===== src/rtl/pct_pkg.sv =====
// Shared types, state codes and helper functions for the prefix context table.
package pct_pkg;

	localparam int ENTRIES_DEF = 16;
	localparam int ID_W        = 4;
	localparam int PFX_W       = 128;

	// Request function codes
	localparam logic [1:0] FUNC_ADDR = 2'd0;
	localparam logic [1:0] FUNC_ID   = 2'd1;
	localparam logic [1:0] FUNC_UPD  = 2'd2;

	localparam logic [7:0] MAX_LEN = 8'd128;

	typedef enum logic [2:0] {
		ST_IDLE,
		ST_SCAN,
		ST_DRAIN,
		ST_UPD,
		ST_DONE
	} pct_state_t;

	// One stored context
	typedef struct packed {
		logic [63:0] hi;
		logic [63:0] lo;
		logic [7:0]  len;
		logic [15:0] life;
		logic [31:0] expiry;
	} pct_entry_t;

	// Write command into the context store
	typedef struct packed {
		logic        life_we;
		logic        meta_we;
		logic        pfx_we;
		logic [15:0] life;
		logic [7:0]  len;
		logic [31:0] expiry;
		logic [63:0] hi;
		logic [63:0] lo;
	} pct_wr_t;

	// Entry after refresh, as held in the unit's output register
	typedef struct packed {
		logic [ID_W-1:0]  id;
		logic [15:0]      life;
		logic [7:0]       len;
		logic [63:0]      hi;
		logic [63:0]      lo;
		logic [PFX_W-1:0] diff;
	} pct_s1_t;

	// Remaining lifetime at minute now; zero once expiry is reached
	function automatic logic [15:0] refresh_life(input logic [15:0] life,
		input logic [31:0] expiry, input logic [31:0] now);
		logic [32:0] d;
		logic [15:0] r;
		d = {1'b0, expiry} - {1'b0, now};
		if (life == 16'd0 || d[32] || d[31:0] == 32'd0) begin
			r = 16'd0;
		end else if (d[31:16] != 16'd0) begin
			r = 16'hFFFF;
		end else begin
			r = d[15:0];
		end
		return r;
	endfunction

	// Leading zero count of a 128-bit word, 128 when all zero
	function automatic logic [7:0] lead_zeros(input logic [PFX_W-1:0] diff);
		logic [PFX_W-1:0] v;
		logic [7:0]       n;
		v = diff;
		n = 8'd0;
		for (int s = 6; s >= 0; s--) begin
			if ((v >> (PFX_W - (1 << s))) == '0) begin
				n = n + 8'(1 << s);
				v = v << (1 << s);
			end
		end
		if (!v[PFX_W-1]) begin
			n = n + 8'd1;
		end
		return n;
	endfunction

	// Mask keeping the leading plen bits
	function automatic logic [PFX_W-1:0] len_mask(input logic [7:0] plen);
		logic [PFX_W-1:0] m;
		for (int i = 0; i < PFX_W; i++) begin
			m[i] = ({1'b0, 7'(PFX_W - 1 - i)} < plen);
		end
		return m;
	endfunction

endpackage


===== src/rtl/pct_unit.sv =====
// Shared refresh and compare unit: handles one entry per cycle, result registered.
module pct_unit import pct_pkg::*; (
	input  logic            clk,
	input  logic            arst_n,
	input  logic            issue,
	input  logic [ID_W-1:0] issue_id,
	input  pct_entry_t      ent,
	input  logic [63:0]     addr_hi,
	input  logic [63:0]     addr_lo,
	input  logic [31:0]     now,
	output logic [15:0]     life_new,
	output logic            vld_s1,
	output pct_s1_t         ent_s1
);

	// Refresh of the entry being visited, written back by the caller
	assign life_new = refresh_life(ent.life, ent.expiry, now);

	always_ff @(posedge clk or negedge arst_n) begin
		if (!arst_n) begin
			vld_s1 <= 1'b0;
		end else begin
			vld_s1 <= issue;
		end
	end

	// Payload register toward the match stage
	always_ff @(posedge clk) begin
		if (issue) begin
			ent_s1.id   <= issue_id;
			ent_s1.life <= life_new;
			ent_s1.len  <= ent.len;
			ent_s1.hi   <= ent.hi;
			ent_s1.lo   <= ent.lo;
			ent_s1.diff <= {ent.hi ^ addr_hi, ent.lo ^ addr_lo};
		end
	end

endmodule


===== config.mk =====
export PLATFORM = sky130hd
export DESIGN_NAME = pct_unit
export DESIGN_NICKNAME = d
export VERILOG_FILES = /design/src/rtl/pct_pkg.sv /design/src/rtl/pct_unit.sv
export SDC_FILE = /design/constraint.sdc
export NUM_CORES = 1
export LEC_CHECK = 0
export BUFFER_PORTS_ARGS = -buffer_cell sky130_fd_sc_hd__buf_2
export CAP_MARGIN = 30
export CORE_AREA = 2 2 256 258
export DETAILED_ROUTE_END_ITERATION = 16
export DIE_AREA = 0 0 258 260
export HOLD_SLACK_MARGIN = 0.12
export PLACE_DENSITY = 0.5
export SLEW_MARGIN = 20
export SYNTH_ARGS = -nofsm -noshare
export SYNTH_HDL_FRONTEND = slang
export SYNTH_SLANG_ARGS = --single-unit

===== constraint.sdc =====
create_clock -name clk -period 6.43 [get_ports clk]
set_clock_uncertainty 0.1 [all_clocks]
set_input_delay 0.643 -clock clk [delete_from_list [all_inputs] [get_ports clk]]
set_output_delay 0.643 -clock clk [all_outputs]
set_load 0.02 [all_outputs]

## Yosys cells after proc, flatten, opt, wreduce, memory -nomap -nowiden

Cells that the tools add are included.

| cells by class | value |
|---|---|
| shift-type cells | 0 |
| $lt $le $gt $ge | 0 |
| add/sub/neg operators | 1 |
| reductions and logical operators | 5 |
| equality and inequality tests | 0 |
| div/mod/pow operators | 0 |
| mux-type cells | 2 |
| multiply operators | 0 |
| bitwise operators | 2 |

Operator list:

| cell | count |
|---|---|
| $xor 64x64->64 | 2 |
| $sub 32x32->33 | 1 |
| $logic_not 32->1 | 1 |
| $mux 16 | 2 |
| $logic_not 16->1 | 1 |
| $reduce_bool 16->1 | 1 |
| $logic_or 1x1->1 | 2 |

| storage, ports and cells | value |
|---|---|
| bits of input ports | 351 |
| bits in read-only memories | 0 |
| memories | 0 |
| register bits | 285 |
| bits in latches | 0 |
| bits in writable memories | 0 |
| output and inout bits | 301 |
| logic and storage cells | 17 |

## Logic depth before layout (Yosys ltp)

Gate-level depths: netlist of the first run.

| logic depth | value |
|---|---|
| depth after elaboration | 4 |
| mapped depth | 13 |

## Least setup slack after synthesis of the first run

No wires, ideal clock.

| timing path | value |
|---|---|
| path kind | input to output |
| start | input now[16] |
| end | output life_new[10] |
| buffers on the path | 2 |
| arrival | 3,499 ps |
| setup slack | 2,188 ps |
| cell stages on the path | 13 |
| cells stage by stage | inv_1 -> ha_1 -> buf_4 -> nand4_1 -> or3_1 -> a2111o_1 -> and3_1 -> o31a_1 -> a221o_1 -> o2111ai_2 -> nor4_4 -> buf_6 -> a21oi_2 |

| between the ends | value |
|---|---|
| word-level cells in the longest chain between the ends | 4 |
| elaborated cells between the ends (all ways) | 7 |

Ends and longest elaborated chain:

| element | line | source |
|---|---|---|
| start, declared | pct_unit.sv:10 | `input logic [31:0] now,` |
| $sub 32x32->33 * | pct_pkg.sv:59 | `d = {1'b0, expiry} - {1'b0, now};` |
| $reduce_bool 16->1 (tied with other cells) | pct_pkg.sv:62 | `end else if (d[31:16] != 16'd0) begin` |
| $mux 16 / $logic_or 1x1->1 (equally long branches) | pct_pkg.sv:62, pct_pkg.sv:60 |  |
| $mux 16 * | pct_pkg.sv:60 | `if (life == 16'd0 \|\| d[32] \|\| d[31:0] == 32'd0) begin` |
| end, declared | pct_unit.sv:11 | `output logic [15:0] life_new,` |

Every way passes the cells marked *; elsewhere a longest branch is shown, timed or not.

## Worst setup path in the final report of the first run

| timing path | value |
|---|---|
| start | input ent[15] in the netlist's numbering |
| end | output life_new[12] |

| between the ends | value |
|---|---|
| word-level cells in the longest chain between the ends | 4 |
| elaborated cells between the ends (all ways) | 7 |

Ends and longest elaborated chain:

| element | line | source |
|---|---|---|
| start, declared | pct_unit.sv:7 | `input pct_entry_t ent,` |
| $sub 32x32->33 * | pct_pkg.sv:59 |  |
| $reduce_bool 16->1 (tied with other cells) | pct_pkg.sv:62 |  |
| $mux 16 / $logic_or 1x1->1 (equally long branches) | pct_pkg.sv:62, pct_pkg.sv:60 |  |
| $mux 16 * | pct_pkg.sv:60 |  |

Marked as above.

==> results, run 1 <==
- STA classifies the critical path startpoint as a primary input.
- The clock-pin transition on the worst setup and hold timing paths is 0.06 ns.
- The top cell type by total area after synthesis is edfxtp_1.
- The number of antenna-violating nets in the routed design is 0.
- The count of buffers added by post-CTS timing repair for setup is 0.
- The overall die height is 260 um.
- The first-pass GRT wire length is 65600 um.
- The count of flip-flops with a built-in enable after synthesis is 284.
- The count of standard-cell rows is 93.
- Power spread over the standard cell area amounts to 300 mW/mm2.
- The category of cells accounting for the largest share of critical-path delay is compound AO/OA/AOI/OAI gates.
- The number of buffers created by CTS is 35.
- The worst setup path is captured at an output pin.
- The final hold violation count is 0.
- The worst setup path is of the in -> out kind.
- In this run the standard cell core region covers 0.0641 mm2.
- Together, buffers and inverters on the worst path number 3.
- The via density per instance is slightly below 4.
- The horizontal die dimension is 258 um.
- The worst hold path belongs to the class in -> reg.
- The mean instance size in the synthesized netlist is approximately 15 um2.
- The launching instance or port of the critical path is ent[15].
- In this design, the stage delay of the slowest critical-path cell is 0.71 ns.
- The data arrival at the endpoint of the critical path is 4.62 ns.
- The top flip-flop cell by instance count after synthesis is edfxtp_1.
- The worst path in the final design needs a cycle of 5.36 ns, including I/O delays and setup.
- The root buffer cell chosen for the clock tree is clkbuf_16.
- The number of levels the H-tree was split into is 2.
- The register area share after synthesis is 0.706.
- The maximum net fanout on the critical path is 10.
- IR analysis of the VDD net gives a maximum drop of 333 uV.
- 652 I/O pins were placed.
- The initial antenna violation count is 7.
- Of the available clock period, the critical path in the final layout requires 0.834.
- The number of instances in the placed design is 2273.
- In this run the static leakage power is 7.63 nW.
- The floorplan die area is approximately 0.067 mm2.
- Before antenna repair, the detailed router went through 5 iterations.
- The final worst setup slack is about 1.1 ns.
- The number of global-route vias before repair is 9251.
- The endpoint of the worst hold path is ent_s1[282].
- Compared with the post-synthesis result, the final layout area differs by 45.0%.
- The critical hold path startpoint is issue_id[2].
- The residual DRC count is 0.
- The library cell used most frequently in the layout, excluding fill and tap cells, is buf_2.
- The async set-reset flop share out of synthesis is 0.00351.
- In this run the deepest clock path goes through 3 buffers.
- The tree built by TritonCTS fans out to 285 sinks.
- In the final layout, the share of cells above drive strength 1 is 0.490.
- The share of synthesized area in the top cell type comes to 0.704.
- The total negative slack is 0 ns.
- For this block, the via count after detailed routing is 9241.
- Once detailed placement completed, the half-perimeter wirelength came to 39000 um.
- The final layout contains 1840 nets.
- By area the synthesized netlist is led by edfxtp_1 (70%), xor2_1 (9.8%), ha_1 (3.3%).
- The flow ran to the end, and the final reports show no timing, DRC or antenna violations.
- Headroom to the max-slew limit came out at 0.365.
- Synthesis produced 782 cells.
- The detailed-route wire length is 48300 um.
- Setup violations remaining at the end of the flow were counted as 0.
- The finished layout holds approximately 2300 standard cells, fillers aside.
- The max-slew violation count is 0.
- The post-route total power is 5.27 mW.
- The number of library cell types mapped by synthesis is 62.
- At the pin with the least slew margin, the transition time is 0.952 ns.
- Setup repair after global routing left no endpoint under its margin.
- The tool flagged a number of max-cap violations equal to 0.
- The library cell contributing the largest single delay on the critical path is nor4_4.
- The final weighted congestion in routability-driven placement is 0.912.
- Counting instances, the worst hold path has a depth of 1.
- The detailed router finished its first iteration with between 700 and 800 violations.
- In the layout the commonest cells are buf_2 (650), edfxtp_1 (284), xor2_1 (135), a21oi_1 (40), inv_1 (39).
- The count of port buffers added during placement is 651.
- The net count after synthesis is roughly 1200.
- After global routing the overflow that remains totals 0.
- Yosys printed 0 warnings.
- Walking the worst path, the cells encountered are buf_2, ha_1, a21oi_1, o21ai_0, a221oi_1, o32a_1, o21ai_0, a2111oi_0, nand4_1, nor4_4, buf_4, a21oi_2, buf_2.
- The initial utilization of the core area, before any placement, comes to 0.189.
- The synthesized netlist occupies a cell area of ~0.012 mm2.
- TritonCTS built the clock tree.
- After detailed routing, the average wire length per cell comes to 20.7 um.
- Entering global routing, the biggest net connects 168 pins.
- Data on the critical path is required at its endpoint by approximately 5.7 ns.
- The overall global routing resource usage is 0.135.
- In this run, synthesis produced a sequential element count of 285.
- The fmax is 0.187 GHz.
- The pre-CTS worst setup slack is 1.07 ns.
-- cell type report --
type	count	area (um2)
Antenna cell	2	5.00
Clock buffer	38	908
Clock inverter	24	243
Fill cell	6748	46500
Inverter	39	146
Multi-Input combinational cell	439	3320
Sequential cell	285	8550
Tap cell	855	1070
Timing Repair Buffer	656	3320
-- flip-flops by register name, indices dropped and copies added (netlist names) --
name / cells
ent_s1: 284
vld_s1: 1
-- cell usage after synthesis, types with 7 or more instances --
| cell type | n |
|---|---|
| ha_1 | 32 |
| nand2_1 | 33 |
| inv_1 | 39 |
| nor4_1 | 8 |
| xor2_1 | 135 |
| a21oi_1 | 40 |
| edfxtp_1 | 284 |
| nor3_1 | 7 |
| a21oi_2 | 10 |
| nand4_1 | 7 |
| xnor2_1 | 9 |
| o21ai_0 | 25 |
| a21o_1 | 18 |
| clkbuf_1 | 10 |
| and3_1 | 8 |
| nor2_1 | 16 |
-- through the flow --
step	utilization	area, um2	hold slack, ns
after detailed placement	0.256	16400	0.320
after global routing	0.274	17600	0.151
final	0.274	17600	0.186
after floorplan	-	12100	0.247
after CTS	0.274	17600	0.144
after global placement	0.256	16400	0.321
-- cells by family (layout without fill, tap and decap cells) --
group / after synthesis / count (layout) / synth area share
XOR/XNOR: 144 / 144 / 0.104
other: 0 / 2 / 0
adder cells (fa/ha/maj): 33 / 33 / 0.0347
multiplexers: 7 / 7 / 0.00589
flip-flops: 285 / 285 / 0.706
AND/OR/NAND/NOR: 112 / 112 / 0.0488
buffers and inverters: 58 / 757 / 0.0202
AO/OA/AOI/OAI: 143 / 143 / 0.0802
-- power breakdown --
group	total, mW	switching, mW	internal (mW)
sequential	2.29	0.0409	2.25
clock	2.00	0.811	1.19
combinational	0.978	0.654	0.324
total	5.27	1.51	3.76
-- timing repair --
action | CTS | global route
gates resized for setup | 0 | 0
hold buffers | 1 | 0
hold endpoints to repair | 1 | 0
-- how the worst max path moves through the flow --
stage,to,slack (ns),cells past startpoint
3_5_place_dp,life_new[12],1.07,13
6_report,life_new[12],1.07,13
2_1_floorplan,life_new[10],2.19,13
3_3_place_gp,life_new[8],1.11,15
4_1_cts,life_new[12],1.06,13
5_1_grt,life_new[13],0.68,14
-- routing by layer --
layer  wire length (um)  vias to the layer above  GRT usage
li1                   -                     4292          -
met1              18300                     4452      0.151
met2              25400                      441      0.251
met3               3730                       50     0.0397
met4                824                        6     0.0326
met5                 36                        -          0
No activity file was read; power rests on OpenSTA's default activity.
==> run 2, diff against run 1 <==
Settings changed: PLACE_DENSITY 0.5 to 0.52.
Clock period 6.43 ns to 4.9 ns, I/O delays scaled along.
==> run 2 against run 1 <==
Net effect: wire length grew 2.3%; critical endpoint is now life_new[10]; design area grew 9.4%; global-route usage grew 0.19 points; sequential cell count is the same; clock power grew 23%; cell count grew 7.4%; non-clock buffer count grew 171; core utilization grew 2.6 points; setup slack lost 0.81 ns; sequential share of layout area shrank 4.2 points.
==> results, run 2 (synthesis results as in run 1) <==
- The data arrival at the endpoint of the critical path is 4.05 ns.
- Across every metal layer, demand over resource in global routing totals 0.137.
- The layout has around 6600 filler cells.
- The filler-free cell count of the finished design is roughly 2500.
- The tree built by TritonCTS fans out to 285 sinks.
- The pre-CTS worst setup slack is 0.339 ns.
- Setup repair after global routing left no endpoint under its margin.
- The final weighted congestion in routability-driven placement is 0.877.
- The die is approximately 260 um wide.
- The remaining global-route overflow is 0.
- The total setup violations reported at the end of the flow is 0.
- Leaving out fill and tap cells, the most frequent cells in the layout are buf_2 (650), edfxtp_1 (284), dlygate4sd3_1 (163), xor2_1 (135), a21oi_1 (40).
- Hold timing on the final database bottoms out at a slack of 0.160 ns.
- The floorplan step defined a core boundary enclosing 0.0641 mm2.
- In the routed layout, each cell is associated on average with a via count of 3.98.
- The tree is rooted in a clkbuf_16.
- After layout, the minimum clock period comes to 4.64 ns.
- The number of violations of the max-capacitance limit is 0.
- The max-slew violation count is 0.
- The overall die height is 260 um.
- The most common library cell in the layout ignoring fill and taps is buf_2.
- The final layout contains routed wiring with a total length of between 40000 and 50000 um.
- STA classifies the critical path startpoint as a primary input.
- The die covers 0.0671 mm2.
- The count of nets left with antenna violations once routing finished came out at 0.
- Summing all multi-input logic gate instances after layout gives approximately 0.0033 mm2.
- In the final layout, the share of cells above drive strength 1 is 0.442.
- Adding up every negative setup slack in the final design gives 0 ns.
- The initial utilization of the core area, before any placement, comes to 0.189.
- The ratio of final minimum period to clock period is 0.948.
- The flow ran to the end, and the final reports show no timing, DRC or antenna violations.
- The register with the most flip-flops in the layout has 284 of them.
- The sort of element at the end of the critical path is an output pin.
- The H-tree was split into 2 levels.
- For this run, the detailed router's first-pass iteration total came to 5.
- The number of buffers created by CTS is 35.
- The worst endpoint required time is 4.31 ns.
- Summed over all cells, the static leakage comes to 8.31 nW.
- Across all setup checks in the final design, the least slack found is 0.257 ns.
- The path type of the worst setup path is in -> out.
- The maximum net fanout on the critical path is 7.
- The via total after detailed routing is 10000.
- The starting DRC count in detailed routing is slightly below 800.
- The max-slew headroom at the worst pin is 0.379.
- The final hold violation count is 0.
- During I/O placement, the number of pins put on the boundary was between 600 and 700.
- The fmax is 0.215 GHz.
- IR analysis of the VDD net gives a maximum drop of 192 uV.
- Dividing the detail-routed wire length by the instance count gives 19.7 um.
- For the pin with the worst max-slew slack, the measured transition is 0.932 ns.
- TritonCTS built the clock tree.
- The area growth from synthesis to layout is 58.6%.
- The largest register by flop count is ent_s1.
- The floorplan has 93 rows.
- The power density over the cells is approximately 360 mW/mm2.
- The class of the tightest hold or removal check is in -> reg.
- Summed over all nets, the half-perimeter wirelength after detailed placement is roughly 39000 um.
- The count of buffers added by post-CTS timing repair for setup is 0.
- The sequential cells in the finished layout cover a total of 0.00855 mm2.
- The clock-pin transition on the worst setup and hold timing paths is 0.06 ns.
- During placement, the flow inserted port buffers numbering 651.
- The largest net degree at the start of global routing is 105.
- The initial antenna violation count came to 7.
- The number of buffers between clock root and the deepest sink is 3.
- The post-layout net count is between 2000 and 2500.
- In the routed design, unresolved DRC markers number 0.
- The largest registers in the layout are ent_s1 x284, vld_s1 x1.
- The number of instances in the placed design is 2282.
- The number of global-route vias before repair is 10400.
- The first-pass GRT wire length is 67500 um.
[run 2: changes by cell type in the layout (fill, tap and decap cells not counted), moves of 2 or more]
cell           change
dlygate4sd3_1    +162
buf_4              +7
clkbuf_1           +6
clkinv_2           -4
bufinv_16          -3
buf_12             +2
clkinvlp_4         +2
[run 2: metal layers]
metal | vias to the layer above | share of wire | wire, um | global-route usage
li1 | 4634 | - | - | -
met1 | 4735 | 0.36 | 18000 | 0.146
met2 | 511 | 0.50 | 24700 | 0.245
met3 | 110 | 0.077 | 3790 | 0.0377
met4 | 10 | 0.058 | 2860 | 0.0772
met5 | - | 0.0014 | 68 | 0
[run 2: through the flow]
| stage | util | instance area (um2) | power [mW] |
|---|---|---|---|
| 5_1_grt | 0.300 | 19200 | 7.18 |
| 3_3_place_gp | 0.257 | 16500 | 4.37 |
| 2_1_floorplan | - | 12100 | 3.70 |
| 4_1_cts | 0.300 | 19200 | 7.01 |
| 6_report | 0.300 | 19200 | 6.89 |
| 3_5_place_dp | 0.257 | 16500 | 4.37 |
[run 2: where the power goes]
group          leakage (nW)  total [mW]  switching, mW  internal [mW]
Sequential             2.79        3.01         0.0565           2.95
Combinational          5.01        1.41          0.895          0.517
Clock                 0.514        2.47           1.08           1.39
[run 2: layout make-up]
cell class / count / share of cell area
antenna: 2 / 0.000260
clock buffer: 43 / 0.0471
clock inverter: 20 / 0.00938
inverter: 39 / 0.00762
multi-input combinational: 439 / 0.173
sequential: 285 / 0.445
tap: 855 / 0.0557
timing repair buffer: 827 / 0.262
[run 2: path summary, 6_finish.rpt]
kind | start | end | slack, ns | cells past startpoint
max in group asynchronous | arst_n | vld_s1 | 4.42 | 2
min | addr_lo[62] | ent_s1[62] | 0.16 | 2
max | now[1] | life_new[10] | 0.26 | 15
min in group asynchronous | arst_n | vld_s1 | 0.18 | 2
[run 2: critical path, cell delays in order]
cell and delay, ns:
buf_2 0.10, inv_1 0.04, ha_1 0.25, nor2b_1 0.15
o2111ai_1 0.45, a2111oi_0 0.27, o41ai_1 0.40, buf_4 0.18
nand2b_1 0.15, a311oi_1 0.35, o221ai_1 0.24, nor4_4 0.44
buf_4 0.26, a21oi_2 0.08, buf_2 0.18
[run 2: timing repair]
action	in CTS	in global routing
endpoints found under the hold margin	163	0
gates resized for setup	0	0
hold buffers	163	0
